===== src/rtl/mjpd_pkg.sv =====
`default_nettype none
package mjpd_pkg;

  localparam logic [1:0] KIND_DATA  = 2'd0;
  localparam logic [1:0] KIND_EMPTY = 2'd1;
  localparam logic [1:0] KIND_ERROR = 2'd2;

  localparam logic [1:0] ERR_NONE     = 2'd0;
  localparam logic [1:0] ERR_OVERFLOW = 2'd1;
  localparam logic [1:0] ERR_NO_LEN   = 2'd2;
  localparam logic [1:0] ERR_TOO_BIG  = 2'd3;

  localparam logic [1:0] DP_IDLE   = 2'd0;
  localparam logic [1:0] DP_SKIP   = 2'd1;
  localparam logic [1:0] DP_DIGITS = 2'd2;
  localparam logic [1:0] DP_DONE   = 2'd3;

  localparam logic PH_HEADER  = 1'b0;
  localparam logic PH_PAYLOAD = 1'b1;

  localparam logic CFG_MAX_FRAME = 1'b0;
  localparam logic CFG_PADDING   = 1'b1;

  localparam logic [3:0]  LABEL_LEN   = 4'd15;
  localparam logic [7:0]  LABEL_FIRST = 8'h43;
  localparam logic [31:0] END_MARK    = 32'h0D0A0D0A;
  localparam logic [7:0]  JPEG_MARK   = 8'hFF;
  localparam logic [7:0]  JPEG_EOI    = 8'hD9;
  localparam logic [7:0]  CHAR_ZERO   = 8'h30;
  localparam logic [7:0]  CHAR_NINE   = 8'h39;

  localparam logic [30:0] MAX_FRAME_RESET = 31'd16777216;
  localparam logic [7:0]  PADDING_RESET   = 8'd64;

  typedef struct packed {
    logic [1:0] kind;
    logic [7:0] data;
    logic       last;
    logic [1:0] err;
  } res_t;

  typedef struct packed {
    logic [1:0] cnt;
    res_t       r0;
    res_t       r1;
  } step_out_t;

  // "Content-Length:"
  function automatic logic [7:0] label_char(input logic [3:0] idx);
    logic [7:0] c;
    case (idx)
      4'd0:    c = 8'h43;
      4'd1:    c = 8'h6F;
      4'd2:    c = 8'h6E;
      4'd3:    c = 8'h74;
      4'd4:    c = 8'h65;
      4'd5:    c = 8'h6E;
      4'd6:    c = 8'h74;
      4'd7:    c = 8'h2D;
      4'd8:    c = 8'h4C;
      4'd9:    c = 8'h65;
      4'd10:   c = 8'h6E;
      4'd11:   c = 8'h67;
      4'd12:   c = 8'h74;
      4'd13:   c = 8'h68;
      4'd14:   c = 8'h3A;
      default: c = 8'h00;
    endcase
    return c;
  endfunction

  function automatic res_t mk_res(input logic [1:0] kind, input logic [7:0] data,
                                  input logic last, input logic [1:0] err);
    res_t r;
    r.kind = kind;
    r.data = data;
    r.last = last;
    r.err  = err;
    return r;
  endfunction

endpackage
`default_nettype wire


===== src/rtl/mjpd_step.sv =====
`default_nettype none
module mjpd_step
  import mjpd_pkg::*;
#(
  parameter int HEADER_MAX  = 512,
  parameter int LENGTH_BITS = 32
) (
  input  wire logic        clk_i,
  input  wire logic        rst_ni,
  input  wire logic        fire_i,
  input  wire logic [7:0]  byte_i,
  input  wire logic [30:0] max_frame_i,
  input  wire logic [7:0]  padding_i,
  output step_out_t        out_o
);

  localparam int HC_W = $clog2(HEADER_MAX + 1);
  localparam int ML   = LENGTH_BITS + 4;
  localparam int CW   = ((LENGTH_BITS > 31) ? LENGTH_BITS : 31) + 1;

  logic                   phase_q, phase_d;
  logic [HC_W-1:0]        hdr_cnt_q, hdr_cnt_d;
  logic [31:0]            recent_q, recent_d;
  logic [3:0]             lbl_prog_q, lbl_prog_d;
  logic                   lbl_found_q, lbl_found_d;
  logic [1:0]             dig_ph_q, dig_ph_d;
  logic                   zero_q, zero_d;
  logic [LENGTH_BITS-1:0] len_q, len_d;
  logic [LENGTH_BITS-1:0] left_q, left_d;
  logic [7:0]             held_q, held_d;
  logic                   held_vld_q, held_vld_d;

  logic [HC_W-1:0] cnt_inc;
  logic [31:0]     recent_n;
  logic            zero_n;
  logic            is_digit;
  logic [ML-1:0]   prod;
  logic [3:0]      prog_n;
  logic            end_hit;
  logic            too_big;
  logic            clr_hdr;
  step_out_t       res;

  assign cnt_inc  = hdr_cnt_q + HC_W'(1);
  assign recent_n = {recent_q[23:0], byte_i};
  assign zero_n   = zero_q | (byte_i == 8'h00);
  assign is_digit = (byte_i >= CHAR_ZERO) && (byte_i <= CHAR_NINE);
  assign prod     = (ML'(len_q) << 3) + (ML'(len_q) << 1) + ML'(byte_i[3:0]);
  assign end_hit  = !zero_n && (cnt_inc >= HC_W'(5)) && (recent_n == END_MARK);
  assign too_big  = (CW'(len_q) + CW'(padding_i)) > CW'(max_frame_i);

  always_comb begin
    phase_d     = phase_q;
    hdr_cnt_d   = hdr_cnt_q;
    recent_d    = recent_q;
    lbl_prog_d  = lbl_prog_q;
    lbl_found_d = lbl_found_q;
    dig_ph_d    = dig_ph_q;
    zero_d      = zero_q;
    len_d       = len_q;
    left_d      = left_q;
    held_d      = held_q;
    held_vld_d  = held_vld_q;
    clr_hdr     = 1'b0;
    prog_n      = 4'd0;
    res         = '0;

    if (phase_q == PH_PAYLOAD) begin
      if (left_q > LENGTH_BITS'(1)) begin
        left_d = left_q - LENGTH_BITS'(1);
        if (held_vld_q) begin
          res.cnt = 2'd1;
          res.r0  = mk_res(KIND_DATA, held_q, 1'b0, ERR_NONE);
        end
        held_d     = byte_i;
        held_vld_d = 1'b1;
      end else begin
        if (!held_vld_q) begin
          res.cnt = 2'd1;
          res.r0  = mk_res(KIND_DATA, byte_i, 1'b1, ERR_NONE);
        end else if (len_q > LENGTH_BITS'(2) &&
                     !(held_q == JPEG_MARK && byte_i == JPEG_EOI)) begin
          res.cnt = 2'd1;
          res.r0  = mk_res(KIND_DATA, held_q, 1'b1, ERR_NONE);
        end else begin
          res.cnt = 2'd2;
          res.r0  = mk_res(KIND_DATA, held_q, 1'b0, ERR_NONE);
          res.r1  = mk_res(KIND_DATA, byte_i, 1'b1, ERR_NONE);
        end
        phase_d    = PH_HEADER;
        left_d     = '0;
        held_vld_d = 1'b0;
        held_d     = '0;
        len_d      = '0;
        clr_hdr    = 1'b1;
      end
    end else begin
      hdr_cnt_d = cnt_inc;
      recent_d  = recent_n;
      zero_d    = zero_n;
      if (!zero_n) begin
        if (dig_ph_q == DP_SKIP) begin
          dig_ph_d = DP_DIGITS;
        end else if (dig_ph_q == DP_DIGITS) begin
          if (is_digit) begin
            if (prod > ML'({LENGTH_BITS{1'b1}})) begin
              len_d = {LENGTH_BITS{1'b1}};
            end else begin
              len_d = prod[LENGTH_BITS-1:0];
            end
          end else begin
            dig_ph_d = DP_DONE;
          end
        end
        if (!lbl_found_q) begin
          if (lbl_prog_q < LABEL_LEN && byte_i == label_char(lbl_prog_q)) begin
            prog_n = lbl_prog_q + 4'd1;
          end else begin
            prog_n = (byte_i == LABEL_FIRST) ? 4'd1 : 4'd0;
          end
          lbl_prog_d = prog_n;
          if (prog_n >= LABEL_LEN) begin
            lbl_found_d = 1'b1;
            dig_ph_d    = DP_SKIP;
            len_d       = '0;
          end
        end
      end else if (dig_ph_q == DP_SKIP || dig_ph_q == DP_DIGITS) begin
        dig_ph_d = DP_DONE;
      end

      if (end_hit) begin
        clr_hdr = 1'b1;
        if (!lbl_found_q) begin
          res.cnt = 2'd1;
          res.r0  = mk_res(KIND_ERROR, 8'h00, 1'b0, ERR_NO_LEN);
          len_d   = '0;
        end else if (too_big) begin
          res.cnt = 2'd1;
          res.r0  = mk_res(KIND_ERROR, 8'h00, 1'b0, ERR_TOO_BIG);
          len_d   = '0;
        end else if (len_q == '0) begin
          res.cnt = 2'd1;
          res.r0  = mk_res(KIND_EMPTY, 8'h00, 1'b1, ERR_NONE);
        end else begin
          phase_d    = PH_PAYLOAD;
          left_d     = len_q;
          held_vld_d = 1'b0;
          held_d     = '0;
        end
      end else if (cnt_inc >= HC_W'(HEADER_MAX)) begin
        clr_hdr = 1'b1;
        res.cnt = 2'd1;
        res.r0  = mk_res(KIND_ERROR, 8'h00, 1'b0, ERR_OVERFLOW);
        len_d   = '0;
      end
    end

    if (clr_hdr) begin
      hdr_cnt_d   = '0;
      recent_d    = '0;
      lbl_prog_d  = '0;
      lbl_found_d = 1'b0;
      dig_ph_d    = DP_IDLE;
      zero_d      = 1'b0;
    end
  end

  always_ff @(posedge clk_i or negedge rst_ni) begin
    if (!rst_ni) begin
      phase_q     <= PH_HEADER;
      hdr_cnt_q   <= '0;
      recent_q    <= '0;
      lbl_prog_q  <= '0;
      lbl_found_q <= 1'b0;
      dig_ph_q    <= DP_IDLE;
      zero_q      <= 1'b0;
      len_q       <= '0;
      left_q      <= '0;
      held_q      <= '0;
      held_vld_q  <= 1'b0;
    end else if (fire_i) begin
      phase_q     <= phase_d;
      hdr_cnt_q   <= hdr_cnt_d;
      recent_q    <= recent_d;
      lbl_prog_q  <= lbl_prog_d;
      lbl_found_q <= lbl_found_d;
      dig_ph_q    <= dig_ph_d;
      zero_q      <= zero_d;
      len_q       <= len_d;
      left_q      <= left_d;
      held_q      <= held_d;
      held_vld_q  <= held_vld_d;
    end
  end

  always_comb begin
    out_o = res;
    if (!fire_i) begin
      out_o.cnt = 2'd0;
    end
  end

endmodule
`default_nettype wire


===== src/rtl/mjpd_resq.sv =====
`default_nettype none
module mjpd_resq
  import mjpd_pkg::*;
(
  input  wire logic      clk_i,
  input  wire logic      rst_ni,
  input  wire step_out_t push_i,
  input  wire logic      pop_i,
  output res_t           head_o,
  output logic           valid_o,
  output logic           room_o
);

  localparam int DEPTH = 4;
  localparam int CNT_W = $clog2(DEPTH + 1);
  localparam int IDX_W = $clog2(DEPTH);

  res_t             ent_q [DEPTH];
  res_t             ent_d [DEPTH];
  logic [CNT_W-1:0] cnt_q, cnt_d;
  logic [CNT_W-1:0] base;
  logic [CNT_W-1:0] base1;

  assign head_o  = ent_q[0];
  assign valid_o = (cnt_q != '0);
  // two free slots needed for a worst-case beat
  assign room_o  = (cnt_q <= CNT_W'(DEPTH - 2));

  always_comb begin
    for (int i = 0; i < DEPTH; i++) begin
      ent_d[i] = ent_q[i];
    end
    base = cnt_q;
    if (pop_i) begin
      for (int i = 0; i < DEPTH - 1; i++) begin
        ent_d[i] = ent_q[i + 1];
      end
      base = cnt_q - CNT_W'(1);
    end
    base1 = base + CNT_W'(1);
    if (push_i.cnt != 2'd0) begin
      ent_d[base[IDX_W-1:0]] = push_i.r0;
    end
    if (push_i.cnt == 2'd2) begin
      ent_d[base1[IDX_W-1:0]] = push_i.r1;
    end
    cnt_d = base + CNT_W'(push_i.cnt);
  end

  always_ff @(posedge clk_i) begin
    for (int i = 0; i < DEPTH; i++) begin
      ent_q[i] <= ent_d[i];
    end
  end

  always_ff @(posedge clk_i or negedge rst_ni) begin
    if (!rst_ni) begin
      cnt_q <= '0;
    end else begin
      cnt_q <= cnt_d;
    end
  end

endmodule
`default_nettype wire


===== src/rtl/mjpeg_http_part_deframer.sv =====
// an accepted byte is held in an input register, and the result beats it causes are registered in a result queue
// throughput: one stream byte per cycle while that queue has room for two more result beats
// the final byte of a part can yield two result beats; the input stalls only while
// more than two result beats wait at the output
// reset: header scan, all counters and match state cleared, no pending results,
// max_frame_bytes = 16777216 and frame_padding = 64
`default_nettype none
module mjpeg_http_part_deframer
  import mjpd_pkg::*;
#(
  parameter int HEADER_MAX  = 512,
  parameter int LENGTH_BITS = 32
) (
  input  wire logic        clk_i,
  input  wire logic        rst_ni,
  input  wire logic        in_valid_i,
  output logic             in_stall_o,
  input  wire logic [7:0]  stream_byte_i,
  output logic             out_valid_o,
  input  wire logic        out_stall_i,
  output logic [1:0]       kind_o,
  output logic [7:0]       payload_byte_o,
  output logic             frame_last_o,
  output logic [1:0]       error_code_o,
  input  wire logic        cfg_valid_i,
  output logic             cfg_ready_o,
  input  wire logic        cfg_index_i,
  input  wire logic [30:0] cfg_data_i
);

  logic        in_vld_q;
  logic [7:0]  in_byte_q;
  logic        fire;
  logic        accept;
  logic        room;
  logic [30:0] max_frame_q;
  logic [7:0]  padding_q;
  step_out_t   step_out;
  res_t        head;

  assign fire        = in_vld_q & room;
  assign in_stall_o  = in_vld_q & ~fire;
  assign accept      = in_valid_i & ~in_stall_o;
  assign cfg_ready_o = 1'b1;

  always_ff @(posedge clk_i or negedge rst_ni) begin
    if (!rst_ni) begin
      in_vld_q <= 1'b0;
    end else if (accept) begin
      in_vld_q <= 1'b1;
    end else if (fire) begin
      in_vld_q <= 1'b0;
    end
  end

  always_ff @(posedge clk_i) begin
    if (accept) begin
      in_byte_q <= stream_byte_i;
    end
  end

  always_ff @(posedge clk_i or negedge rst_ni) begin
    if (!rst_ni) begin
      max_frame_q <= MAX_FRAME_RESET;
      padding_q   <= PADDING_RESET;
    end else if (cfg_valid_i && cfg_ready_o) begin
      case (cfg_index_i)
        CFG_MAX_FRAME: max_frame_q <= cfg_data_i;
        CFG_PADDING:   padding_q   <= cfg_data_i[7:0];
        default:       max_frame_q <= max_frame_q;
      endcase
    end
  end

  mjpd_step #(
    .HEADER_MAX  (HEADER_MAX),
    .LENGTH_BITS (LENGTH_BITS)
  ) u_step (
    .clk_i       (clk_i),
    .rst_ni      (rst_ni),
    .fire_i      (fire),
    .byte_i      (in_byte_q),
    .max_frame_i (max_frame_q),
    .padding_i   (padding_q),
    .out_o       (step_out)
  );

  mjpd_resq u_resq (
    .clk_i   (clk_i),
    .rst_ni  (rst_ni),
    .push_i  (step_out),
    .pop_i   (out_valid_o & ~out_stall_i),
    .head_o  (head),
    .valid_o (out_valid_o),
    .room_o  (room)
  );

  assign kind_o         = head.kind;
  assign payload_byte_o = head.data;
  assign frame_last_o   = head.last;
  assign error_code_o   = head.err;

endmodule
`default_nettype wire


===== config.mk =====
export PLATFORM = sky130hd
export DESIGN_NAME = mjpeg_http_part_deframer
export DESIGN_NICKNAME = d
export VERILOG_FILES = /design/src/rtl/mjpd_pkg.sv /design/src/rtl/mjpd_step.sv /design/src/rtl/mjpd_resq.sv /design/src/rtl/mjpeg_http_part_deframer.sv
export SDC_FILE = /design/constraint.sdc
export NUM_CORES = 1
export LEC_CHECK = 0
export BUFFER_PORTS_ARGS = -buffer_cell sky130_fd_sc_hd__buf_2
export CORE_ASPECT_RATIO = 0.6
export CORE_MARGIN = 4
export CORE_UTILIZATION = 30
export CTS_BUF_LIST = sky130_fd_sc_hd__clkbuf_4 sky130_fd_sc_hd__clkbuf_8
export DETAILED_ROUTE_END_ITERATION = 16
export PLACE_DENSITY_LB_ADDON = 0.25
export SLEW_MARGIN = 10
export SYNTH_ARGS = -nofsm -noshare
export SYNTH_HDL_FRONTEND = slang
export SYNTH_SLANG_ARGS = --single-unit

===== constraint.sdc =====
create_clock -name clk_i -period 15.7 [get_ports clk_i]
set_clock_uncertainty 0.2 [all_clocks]
set_input_delay 0 -clock clk_i [delete_from_list [all_inputs] [get_ports clk_i]]
set_output_delay 0 -clock clk_i [all_outputs]
set_load 0.01 [all_outputs]

==> results.txt, run 1 <==
The filler cell count in the final layout is 5,005, and the buffer count from post-CTS setup fixing is 0. The tools report the DRC violation count after routing as 0. The run gives 34.93% as the sequential area share after synthesis.

STA classifies the critical path endpoint as a flip-flop. Setup violations remaining at the end of the flow were counted as 0. Setup slack on the critical path of the routed design comes to 8.933 ns. The placed instances occupy a cell area of 0.01591 sq mm. The starting density of the core was 30.43%; the number of H-tree levels was 2.

The logs give 0.01507 sq mm for the combined area of all synthesized cells and 8.93 ns for the reg-to-reg setup timing slack. The portion of the clock cycle consumed by the worst path in the final layout works out to 43.10%. The smallest clock period supported by the final layout is computed as 6.767 ns. At the end of routability-driven placement, the weighted congestion stood at 0.8872. The number of placement rows was 63. The run gives 1 as the number of antenna violations at the first check in global routing. The worst register-to-register path ends at u_resq.cnt_q[2].

For the worst-skew pair, the clock arrives at the later sink with an insertion delay of 0.57 ns. For the largest net degree at the start of global routing, the log shows 87. The worst setup path is of the reg2reg kind.

The layout cell share with drive strength beyond 1 is 11.08%. For this run the aggregate overflow at the end of global routing stands at 0. Measured along the y axis, the die boundary spans 181.6 um.

Startpoint type of the worst setup path: a flip-flop. In the routed layout, each cell is associated on average with a via count of 5.386. In this run the worst path has a maximum fanout of 6.

For the final layout net count, the log shows 2,057. The required time of the critical path came out at 15.96 ns. The flow ran to the end, and the final reports show no timing, DRC or antenna violations.

TritonCTS built the clock tree. In this run the standard cell core region covers 0.04950 sq mm. The count of input and output buffers is 59, and the register bit total from synthesis is 219. The layout-stage area growth over the synthesis result was 20.70%; the depth of the worst register-to-register path was 22. The total number of clock tree sinks is 219. The max-slew violation total from the final report was 0; the peak ir drop on the vdd network was 0.06296 mV. The run gives 3 as the maximum count of clock buffers along a single path. The logs give 0 for the count of max-cap constraint violations and 41 for the CTS buffer count. The detailed router placed 13.86k vias in this run. The wire-length estimate of the detail-placed layout is 33,130 um.

The run gives 7 as the iteration count of the initial detailed-routing pass. Once the clock tree was built, the resizer swapped 0 gates to a different size. The worst setup timing slack at the placement stage is 9.045 ns, and the synthesized area divided by synthesized cell count is 8.714 sq um. Setup repair after global routing left no endpoint under its margin. Global routing consumed, over all layers together, 17.47% of the routing resources. Most frequently used flop master after synthesis: dfrtp_1. Hold is met by 0.03555 ns. Finished layout cell area: 0.01818 sq mm. The synthesis warning total was 0; the cell depth of the worst min-delay path was 4. After the flow finishes, the layout carries non-filler instances totaling 2,573. For this run, asynchronously set or reset flops after synthesis account for 72.60%. Data on the critical path arrives at its endpoint at 7.02 ns. The worst hold path terminates at max_frame_q[7]. The run gives 1,729 as the instance count of the mapped netlist.

The number of different library cells used by synthesis comes to 89. The run gives 77,080 um as the wire length of the first global-routing pass. The design draws 2.333 mW. The die covers 0.05399 sq mm. The clock transition time at the flip-flop clock pins of the worst setup and hold paths is 0.06 ns, and the cell leakage power is 8.140 nW.

The type of the worst min-delay path is in2reg. The die boundary width works out to 297.3 um. The worst hold path begins at cfg_data_i[7]. The final-report hold violation count is 0, and the transition time at the pin with the least slew margin is 1.035 ns. At the end of the flow the core is filled with cells to 36.74%. In this run the remaining antenna-violating nets after routing total 0. Static timing analysis puts the maximum clock frequency at 0.1478 GHz.

Counting tap cells, the placed design contains a total of 2,356 instances. The number of synthesized flops with an enable pin was 8. Clock tree synthesis selected as its root buffer the cell clkbuf_8. Buffers inserted to repair hold after CTS numbered 141. Power spread over the standard cell area amounts to 128.3 mW/mm^2. The tools report the source of the worst register-to-register timing path as u_step.len_q[4].

The number of placed I/O pins was 61. The logs give 30.54% for the relative slew slack and 1,895 for the synthesized netlist net count. The first routing iteration left 1,145 violations. Average wire per standard cell: 18.53 um.

The via count of the first global-routing pass was 13.50k. The run gives 47,690 um as the total wire length after detailed routing. The run gives 0 ns as the summed negative setup slack over all endpoints.
[cell usage in the layout (no fill, tap or decap), types with 8 or more instances in the layout]
master and instances:
nand3_1 38, nor2_1 115, and2_1 15, nor2b_1 32, nand2_1 151, clkbuf_4 13
a31oi_1 15, edfxtp_1 8, and3_1 16, ha_1 117, clkbuf_8 48, buf_4 17
dlygate4sd3_1 140, o21ai_0 151, nand4_1 31, o21bai_1 8, mux2i_1 34, o21ai_1 28
o2bb2ai_1 22, a22oi_1 18, a32oi_1 16, xor2_1 28, dfxtp_1 52, xnor2_1 40
buf_2 58, a21oi_1 94, a22o_1 31, nor3_1 56, mux2_2 26, inv_1 85
a21o_1 45, dfrtp_1 157, a211oi_1 36, nor4_1 20, nand2b_1 11
[where the power goes]
| group | switching, mW | total (mW) | internal, mW |
|---|---|---|---|
| clock network | 0.264 | 0.574 | 0.310 |
| logic | 0.524 | 0.881 | 0.357 |
| registers | 0.147 | 0.878 | 0.731 |
[cell type report]
class	instances	area (sq um)	share of cell area (%)
Multi-Input combinational cell	1325	9079	49.92
Sequential cell	219	5263	28.94
Timing Repair Buffer	218	1878	10.33
Tap cell	650	813.3	4.472
Clock buffer	61	758.2	4.170
Inverter	86	322.8	1.775
Clock inverter	13	68.82	0.3784
Antenna cell	1	2.502	0.01376
[kinds of logic after synthesis]
| kind of cell | after synthesis | share of synthesized area (%) |
|---|---|---|
| xor+xnor | 69 | 4.011 |
| compound gates | 527 | 22.95 |
| flops | 219 | 34.93 |
| mux | 60 | 4.202 |
| fa+ha+maj | 121 | 10.25 |
| simple gates | 547 | 18.51 |
| buf+inv | 185 | 5.116 |
| other cells | 1 | 0.02489 |
[routing by layer]
metal | track usage [%] | share of wire [%] | vias up
met5 | 0 | 0 | -
met4 | 4.241 | 2.1 | 0
met3 | 3.549 | 6.5 | 69
met2 | 23.86 | 39 | 388
li1 | - | - | 6654
met1 | 27.53 | 52 | 6746
[worst max path at each step]
stage,cells past startpoint,end,startpoint
final,22,u_resq.cnt_q[2],u_step.len_q[4]
after global routing,23,u_resq.cnt_q[2],u_step.len_q[0]
after CTS,23,u_resq.cnt_q[2],u_step.len_q[0]
after detailed placement,23,u_resq.cnt_q[2],u_step.len_q[0]
after global placement,23,u_resq.cnt_q[2],u_step.len_q[0]
after floorplan,23,u_resq.cnt_q[2],u_step.len_q[4]
[state kept, by name, summed over array words and instances, names as in the netlist]
| name | flops |
|---|---|
| in_byte_q | 8 |
| in_vld_q | 1 |
| max_frame_q | 31 |
| padding_q | 8 |
| u_resq.cnt_q | 3 |
| u_resq.ent_q | 52 |
| u_step.dig_ph_q | 2 |
| u_step.hdr_cnt_q | 10 |
| u_step.held_q | 8 |
| u_step.held_vld_q | 1 |
| u_step.lbl_found_q | 1 |
| u_step.lbl_prog_q | 4 |
| u_step.left_q | 32 |
| u_step.len_q | 32 |
| u_step.phase_q | 1 |
| u_step.recent_q | 24 |
| u_step.zero_q | 1 |
[cell usage after synthesis, types with 26 or more instances]
cell / n / area [sq um]
dfrtp_1: 157 / 3929
nand2_1: 151 / 566.8
o21ai_0: 151 / 755.7
ha_1: 117 / 1464
nor2_1: 116 / 435.4
a21oi_1: 95 / 475.5
inv_1: 85 / 319.1
clkbuf_1: 67 / 251.5
nor3_1: 56 / 280.3
dfxtp_1: 52 / 1041
a21o_1: 45 / 337.8
xnor2_1: 41 / 359.1
nand3_1: 38 / 190.2
a211oi_1: 36 / 270.3
mux2i_1: 34 / 340.3
nor2b_1: 33 / 206.5
a22o_1: 31 / 271.5
nand4_1: 31 / 193.9
o21ai_1: 28 / 140.1
xor2_1: 28 / 245.2
mux2_2: 26 / 292.8
[critical path, stage by stage, from the launching register on]
cell and delay [ns]:
dfrtp_1 0.47, ha_1 0.40, a2111oi_2 0.43, o21ai_0 0.19, and3_1 0.24, o21ai_0 0.52
nand2b_1 0.30, nor2b_1 0.10, nand4_1 0.11, xnor2_1 0.15, ha_1 0.27, o21ai_0 0.17
nor2_1 0.06, a2111oi_0 0.57, nand2_1 0.13, o21ai_0 0.71, and3_1 0.41, o21ai_0 0.12
and3b_1 0.22, ha_1 0.20, fa_1 0.37, xor2_1 0.18, xnor2_1 0.13
No activity file was read; power rests on OpenSTA's default activity.
==> run 2, diff against run 1 <==
- ABC_AREA: not set -> 1
- clock period: 15.7 -> 6.5 ns (I/O delays scaled with it)
==> run 2 against run 1 <==
Critical path depth is 7 higher; combinational power increased to 4.8 times the previous value; routed wire length grew 19%; die area increased by 10%; sequential cell count unchanged.
==> results.txt, run 2 <==
The flow ran to the end, and the final reports show no timing, DRC or antenna violations. The logs give 0 (unchanged) for the buffer count from post-CTS setup fixing and 41 (unchanged) for the CTS buffer count. The most used standard cell by instance count after synthesis was nand2_1 (was dfrtp_1). The transition time at the pin with the least slew margin came out at 1.141 ns (was 1.035 ns).

Top post-synthesis cells by count: nand2_1, inv_1, nor2_1 (was dfrtp_1, nand2_1, o21ai_0). The post-synthesis async set-or-reset flop share was 72.60% (unchanged). The run gives 58 (was 89) as the number of library cell types mapped by synthesis. The total number of clock tree sinks is 219 (unchanged). The final layout net count is 2,727 (was 2,057), and the layout-stage area growth over the synthesis result is 16.05% (was 20.70%). The finished layout cell area was 0.01932 sq mm (was 0.01818 sq mm); the number of synthesized flops with an enable pin was 8 (unchanged). The number of antenna cells inserted was 0 (was 1); the portion of the clock cycle consumed by the worst path in the final layout was 89.80% (was 43.10%). The tools report the number of antenna violations at the first check in global routing as 0 (was 1). The sequential share of power came out at 28.7% (was 37.6%).

The delay of the slowest cell on the worst path is 0.54 ns (was 0.71 ns), and the total wire length after detailed routing is 56,950 um (was 47,690 um). The critical path class was reg2reg (unchanged). The relative slew slack was 23.86% (was 30.54%). Commonest non-fill, non-tap cells in the layout: nand2_1, inv_1, nor2_1 (was dfrtp_1, o21ai_0, nand2_1).

The tools report the switching power as 3.920 mW (was 0.9353 mW). Dominant cell type by count on the critical path: nand2_1 (was o21ai_0). The share of the synthesized area in the top cell type works out to 23.60% (was 26.08%). The total die area is 0.05945 sq mm (was 0.05399 sq mm), and the combined area of all synthesized cells is 0.01665 sq mm (was 0.01507 sq mm). Final-report hold violation count: 0 (unchanged). The upper clock frequency limit is 0.1713 GHz (was 0.1478 GHz). Commonest non-fill, non-tap cell in the layout: nand2_1 (was dfrtp_1).

The run gives 1.024 (was 0.8872) as the placer congestion estimate. Most frequently used flop master after synthesis: dfrtp_1 (unchanged). The cell-internal power is 4.161 mW (was 1.398 mW). Starting density of the core: 30.54% (was 30.43%).

Layout cell share with drive strength beyond 1: 8.603% (was 11.08%). The startpoint type of the worst setup path was a flip-flop (unchanged). Total global routing overflow: 0 (unchanged).

For the number of H-tree levels, the log shows 2 (unchanged). The number of placed I/O pins is 61 (unchanged). The count of input and output buffers is 59 (unchanged). The largest fanout of any net on the critical path works out to 15 (was 6). The average wire per standard cell was 17.23 um (was 18.53 um). For the core region area, the log shows 0.05450 sq mm (was 0.04950 sq mm). Required time of the critical path: 6.81 ns (was 15.96 ns). For the count of endpoints failing setup in the final report, the log shows 0 (unchanged). The later-pin clock latency in the skew report is 0.59 ns (was 0.57 ns), and the die boundary width is 312.1 um (was 297.3 um). Registers with the most flip-flops: u_resq.ent_q x52, u_step.left_q x32, u_step.len_q x32 (unchanged). The run gives 1,588 (was 1,145) as the number of violations reported at the end of detailed-routing iteration 0. The cell with the largest stage delay on the worst path is nor3_1 (was o21ai_0). The register bit total from synthesis was 219 (unchanged). The area used by sequential logic in the layout is 0.005263 sq mm (unchanged), and the switching share of total power is 48.51% (was 40.09%). The logic gate share of total power was 51.9% (was 37.8%). The root buffer cell is clkbuf_8 (unchanged). The tools report the max-slew violation total from the final report as 0 (unchanged).

The summed negative setup slack over all endpoints was 0 ns (unchanged). The register with the most flip-flops was u_resq.ent_q (unchanged). Power density normalized to cell area: 418.3 mW/mm^2 (was 128.3 mW/mm^2). The run gives 9.598 nW (was 8.140 nW) as the cell leakage power.

The synthesis warning total was 0 (unchanged); the average via count per standard cell was 5.082 (was 5.386). The die extent in y works out to 190.5 um (was 181.6 um). The clock transition time at the flip-flop clock pins of the worst setup and hold paths came out at 0.06 ns (about the same). Library cell with the largest summed area after synthesis: dfrtp_1 (unchanged).

The iteration count of the initial detailed-routing pass was 5 (was 7). The shortest clock period the worst path allows after layout came out at 5.837 ns (was 6.767 ns). The maximum count of clock buffers along a single path came out at 3 (unchanged).

Setup repair after global routing left no endpoint under its margin. For the largest net degree at the start of global routing, the log shows 84 (was 87). For the instance count of the mapped netlist, the log shows 2,451 (was 1,729).

The wire length of the first global-routing pass is 91,020 um (was 77,080 um), and the sequential area share after synthesis is 31.61% (was 34.93%). The number of vias after detailed routing is 16.80k (was 13.86k). The type of the worst min-delay path was in2reg (unchanged). The synthesized area divided by synthesized cell count was 6.792 sq um (was 8.714 sq um). For the instance area after placement, the log shows 0.01759 sq mm (was 0.01591 sq mm). The synthesized netlist net count was 2,617 (was 1,895). The run gives 19.14% (was 17.47%) as the overall global routing resource usage.

For the half-perimeter wire length after placement, the log shows 42,360 um (was 33,130 um). Top cells by area in the synthesized netlist: dfrtp_1, nand2_1, ha_1, dfxtp_1, inv_1 (was dfrtp_1, ha_1, dfxtp_1, o21ai_0, nand2_1). Kind of cell adding the most delay to the critical path: simple AND/OR/NAND/NOR gates (was compound AO/OA/AOI/OAI gates). The tools report the filler cell count in the final layout as 5,845 (was 5,005). The category of the worst setup path capture point is a flip-flop (unchanged). The DRC violation count after routing was 0 (unchanged); the count of antenna-violating nets left after detailed routing was 0 (unchanged). The run gives 19.4% (was 24.6%) as the clock network power share. TritonCTS built the clock tree.

The number of flip-flops in the largest register is 52 (unchanged), and the number of placement rows is 66 (was 63). The run gives 0.009912 sq mm (was 0.009079 sq mm) as the total area of multi-input combinational cells. The run gives 6.14 ns (was 7.02 ns) as the arrival time reported for the critical path endpoint.

The run gives 15.95k (was 13.50k) as the via count of the first global-routing pass. The number of buffer and inverter stages on the critical path works out to 2 (was 0). The count of max-cap constraint violations is 0 (unchanged), and the peak ir drop on the vdd network is 0.1759 mV (was 0.06296 mV).
==> run 2: through the flow <==
| step | std cells | hold slack, ns | util, % | setup WS [ns] | power (mW) |
|---|---|---|---|---|---|
| floorplan | 2451 | -0.4956 | - | 1.591 | 5.205 |
| global placement | 3156 | -0.04211 | 32.28 | 0.8640 | 6.331 |
| detailed placement | 3156 | -0.03592 | 32.28 | 0.6963 | 6.396 |
| CTS | 3306 | 0.003759 | 35.44 | 0.6721 | 8.056 |
| global route | 3306 | 0.03913 | 35.45 | 0.03575 | 8.808 |
| finish | 3306 | 0.03686 | 35.45 | 0.6632 | 8.081 |
==> run 2: kinds of logic after synthesis <==
group / share of synthesized area [%]
buffers and inverters: 9.019
and+or+nand+nor: 30.64
AOI/OAI and AO/OA: 14.60
adders and majority gates: 9.275
muxes: 0.3007
xor gates and xnor gates: 4.525
DFF: 31.61
other: 0.02253
==> run 2: final cells by class <==
type                            instances  area share [%]
Inverter                              293           5.693
Tap cell                              714           4.624
Clock inverter                         10          0.6541
Sequential cell                       219           27.24
Clock buffer                           64           4.235
Timing Repair Buffer                  152           6.250
Multi-Input combinational cell       1854           51.30
==> run 2: final timing paths <==
path | startpoint | endpoint | slack [ns] | cells after the start
setup / recovery | u_step.len_q[0] | u_resq.cnt_q[2] | 0.66 | 29
hold / removal | cfg_data_i[10] | max_frame_q[10] | 0.04 | 4
setup reg to reg | u_step.len_q[0] | u_resq.cnt_q[2] | 0.66 | 29
hold reg to reg | max_frame_q[1] | max_frame_q[1] | 0.28 | 2
max in group asynchronous | rst_ni | u_step.left_q[17] | 4.72 | 4
min in group asynchronous | rst_ni | max_frame_q[24] | 0.34 | 3
==> run 2: routing by layer <==
layer	up-vias	GRT usage (%)	wire [um]
li1	8272	-	-
met1	7840	30.52	29750
met2	624	25.43	20950
met3	65	4.464	5281
met4	0	4.155	964
met5	-	0	0
==> run 2: tightest hold or removal path, cell delays in order <==
cell and delay, ns:
dlygate4sd3_1 0.52, buf_2 0.09, nor2_1 0.04, a21oi_1 0.11
==> run 2: power by group through the flow <==
stage	sequential (mW)	clock (mW)	combinational [mW]
finish	2.32	1.57	4.19
global route	2.37	1.68	4.75
global placement	2.32	0	4.01
detailed placement	2.33	0	4.07
floorplan	2.14	0	3.07
CTS	2.30	1.62	4.14
==> run 2: what timing repair did <==
| item | in CTS | in global routing |
|---|---|---|
| endpoints found under the setup margin | 0 | 10 |
| hold buffers | 76 | 0 |
| hold endpoints to repair | 154 | 0 |
| resized for setup | 0 | 1 |
==> run 3, diff against run 2 <==
- CORE_ASPECT_RATIO: 0.6 -> 0.8
- CTS_CLUSTER_SIZE: not set -> 8
==> run 3 against run 2 <==
Routed wire length about the same; combinational power hardly changed; die area down 0.17%; critical path type unchanged; design area grew 0.39%; hold slack worse by 0.0041 ns; sequential share of layout area down 0.11 points; sequential cell count did not move; utilization is 0.21 points higher; critical path depth grew 4; setup slack gained 0.074 ns.
==> results.txt, run 3 (synthesis results as in run 2) <==
The tools report the count of endpoints failing setup in the final report as 0 (unchanged). The relative slew slack is 21.58% (was 23.86%), and the transition time at the pin with the least slew margin is 1.175 ns (was 1.141 ns). Startpoint type of the worst setup path: a flip-flop (unchanged). The tools report the buffer count from post-CTS setup fixing as 0 (unchanged).

The number of vias after detailed routing was 16.91k (was 16.80k). The dominant cell type by count on the critical path was nand2_1 (unchanged). The logs give 0 (unchanged) for the max-slew violation total from the final report and 219 (unchanged) for the total number of clock tree sinks. The tools report the cell leakage power as 9.626 nW (was 9.598 nW). The via count of the first global-routing pass was 16.02k (was 15.95k); the delay of the slowest cell on the worst path was 0.45 ns (was 0.54 ns). Commonest non-fill, non-tap cells in the layout: nand2_1, inv_1, nor2_1 (unchanged). The overall global routing resource usage was 18.87% (was 19.14%); the number of placed I/O pins was 61 (unchanged).

The final non-filler cell total is 3,348 (was 3,306), and the largest fanout of any net on the critical path is 15 (unchanged). The post-cts repair resize count was 0 (unchanged). The layout cell share with drive strength beyond 1 works out to 8.672% (was 8.603%). The die boundary width works out to 271.4 um (was 312.1 um). The peak ir drop on the vdd network was 0.1557 mV (was 0.1759 mV). The tools report the final-report hold violation count as 0 (unchanged). The source of the worst register-to-register timing path was u_step.len_q[4] (was u_step.len_q[0]).

The iteration count of the initial detailed-routing pass is 6 (was 5), and the die extent in y is 218.7 um (was 190.5 um). Registers with the most flip-flops: u_resq.ent_q x52, u_step.left_q x32, u_step.len_q x32 (unchanged). Register with the most flip-flops: u_resq.ent_q (unchanged). Filler cell count in the final layout: 5,817 (was 5,845). TritonCTS built the clock tree. Setup repair after global routing left no endpoint under its margin.

The cell with the largest stage delay on the worst path is dfrtp_1 (was nor3_1). Endpoint of the most critical setup path: u_resq.cnt_q[2] (unchanged). CTS buffer count: 43 (was 41).

Switching share of total power: 49.06% (was 48.51%). The clock transition time at the flip-flop clock pins of the worst setup and hold paths is 0.06 ns (about the same). The logs give 0 (unchanged) for the total global routing overflow and 0.64 ns (was 0.59 ns) for the later-pin clock latency in the skew report.

The sequential share of power came out at 29.0% (was 28.7%). Destination of the worst register-to-register timing path: u_resq.cnt_q[2] (unchanged). The shortest clock period the worst path allows after layout works out to 5.763 ns (was 5.837 ns). The count of input and output buffers came out at 59 (unchanged). The number of flip-flops in the largest register works out to 52 (unchanged).

Root buffer cell: clkbuf_8 (unchanged). The average wire per standard cell works out to 17.01 um (was 17.23 um). The total die area was 0.05935 sq mm (was 0.05945 sq mm).

The layout-stage area growth over the synthesis result was 16.51% (was 16.05%). The tools report the total power consumption of the routed design as 7.989 mW (was 8.081 mW). The startpoint of the most critical setup path was u_step.len_q[4] (was u_step.len_q[0]). The run finished with clean final reports. The run gives 0.74 ns (was 0.66 ns) as the reg-to-reg setup timing slack. The tools report the summed negative setup slack over all endpoints as 0 ns (unchanged).

The tools report the category of the worst setup path capture point as a flip-flop (unchanged). The required time of the critical path is 6.81 ns (about the same). The average via count per standard cell was 5.052 (was 5.082). For the cell-internal power, the log shows 4.069 mW (was 4.161 mW). The run gives 0 (unchanged) as the count of max-cap constraint violations. The run gives 3.920 mW (about the same) as the switching power. The number of antenna violations at the first check in global routing was 0 (unchanged); the logic gate share of total power was 52.2% (was 51.9%). The final layout net count came out at 2,739 (was 2,727). The run gives 30.61% (was 30.54%) as the starting density of the core.

The run gives 0 (unchanged) as the DRC violation count after routing. The number of instances in the placed design is 3,187 (was 3,156), and the depth of the worst register-to-register path is 33 (was 29). The run gives 0.1735 GHz (was 0.1713 GHz) as the upper clock frequency limit. The critical path class was reg2reg (unchanged).

The logs give 0.03280 ns (was 0.03686 ns) for the final hold slack and 0.9461 (was 1.024) for the placer congestion estimate. The number of placement rows came out at 76 (was 66). The total wire length after detailed routing is 56,960 um (was 56,950 um). The tools report the half-perimeter wire length after placement as 41,340 um (was 42,360 um). Type of the worst min-delay path: in2reg (unchanged). The run gives 0 (unchanged) as the count of antenna-violating nets left after detailed routing.

The core region area is 0.05439 sq mm (was 0.05450 sq mm). Commonest non-fill, non-tap cell in the layout: nand2_1 (unchanged). The largest net degree at the start of global routing was 98 (was 84).

The portion of the clock cycle consumed by the worst path in the final layout is 88.66% (was 89.80%), and the maximum count of clock buffers along a single path is 3 (unchanged). Clock network power share: 18.9% (was 19.4%). For the arrival time reported for the critical path endpoint, the log shows 6.07 ns (was 6.14 ns).

Number of H-tree levels: 2 (unchanged). The power density normalized to cell area is 411.9 mW/mm^2 (was 418.3 mW/mm^2). The wire length of the first global-routing pass is 90,410 um (was 91,020 um).

The run gives 1,573 (was 1,588) as the number of violations reported at the end of detailed-routing iteration 0. Final standard cell utilization of the core: 35.66% (was 35.45%).
run 3: worst min-delay path by stage:
stage | start | to | slack (ns) | cells after the start
6_report | cfg_data_i[4] | max_frame_q[4] | 0.03 | 4
5_1_grt | cfg_data_i[2] | padding_q[2] | 0.05 | 4
4_1_cts | cfg_data_i[4] | max_frame_q[4] | 0.005 | 4
3_5_place_dp | stream_byte_i[5] | in_byte_q[5] | -0.02 | 1
3_3_place_gp | stream_byte_i[6] | in_byte_q[6] | -0.02 | 1
2_1_floorplan | rst_ni | in_vld_q | -0.50 | 0
run 3: area by class of cell:
class	count	area [sq um]	area share (%)
tap	741	927.1	4.780
clock buffer	64	793.3	4.090
clock inverter	14	106.4	0.5483
inverter	293	1100	5.670
sequential	219	5263	27.13
multi-input combinational	1854	9907	51.08
timing repair buffer	162	1297	6.689
antenna	1	2.502	0.01290
run 3: routing by layer:
metal / GRT usage, % / routed length (um) / share of wire [%] / vias to the layer above
met4: 4.315 / 946 / 1.7 / 0
met3: 3.546 / 3783 / 6.6 / 75
met5: 0 / 0 / 0 / -
met2: 27.60 / 23550 / 41 / 534
met1: 28.59 / 28690 / 50 / 8001
li1: - / - / - / 8303
run 3: per-stage QoR:
step	instance area (sq um)	setup WS, ns
final	19400	0.7370
after CTS	19390	0.8185
after floorplan	16650	1.591
after global routing	19390	0.2257
after detailed placement	17660	0.8259
after global placement	17660	0.9715
run 3: power groups by stage:
| stage | Combinational [mW] | Clock [mW] | Sequential [mW] |
|---|---|---|---|
| after floorplan | 3.07 | 0 | 2.14 |
| after global placement | 4.00 | 0 | 2.32 |
| after detailed placement | 4.06 | 0 | 2.32 |
| after CTS | 4.12 | 1.56 | 2.30 |
| after global routing | 4.69 | 1.63 | 2.37 |
| final | 4.17 | 1.51 | 2.31 |
run 3: worst max-delay path: cells and delay by family (launching register included):
family	cells	cell delay [ns]
and+or+nand+nor	20	2.77
AOI/OAI and AO/OA	2	0.29
DFF	1	0.45
adders and majority gates	4	1.26
buffers and inverters	4	0.21
xor gates and xnor gates	3	0.45
run 3: what timing repair did:
item	4_1_cts	5_1_grt
endpoints found under the setup margin	0	0
hold buffers	82	0
hold endpoints to repair	179	0
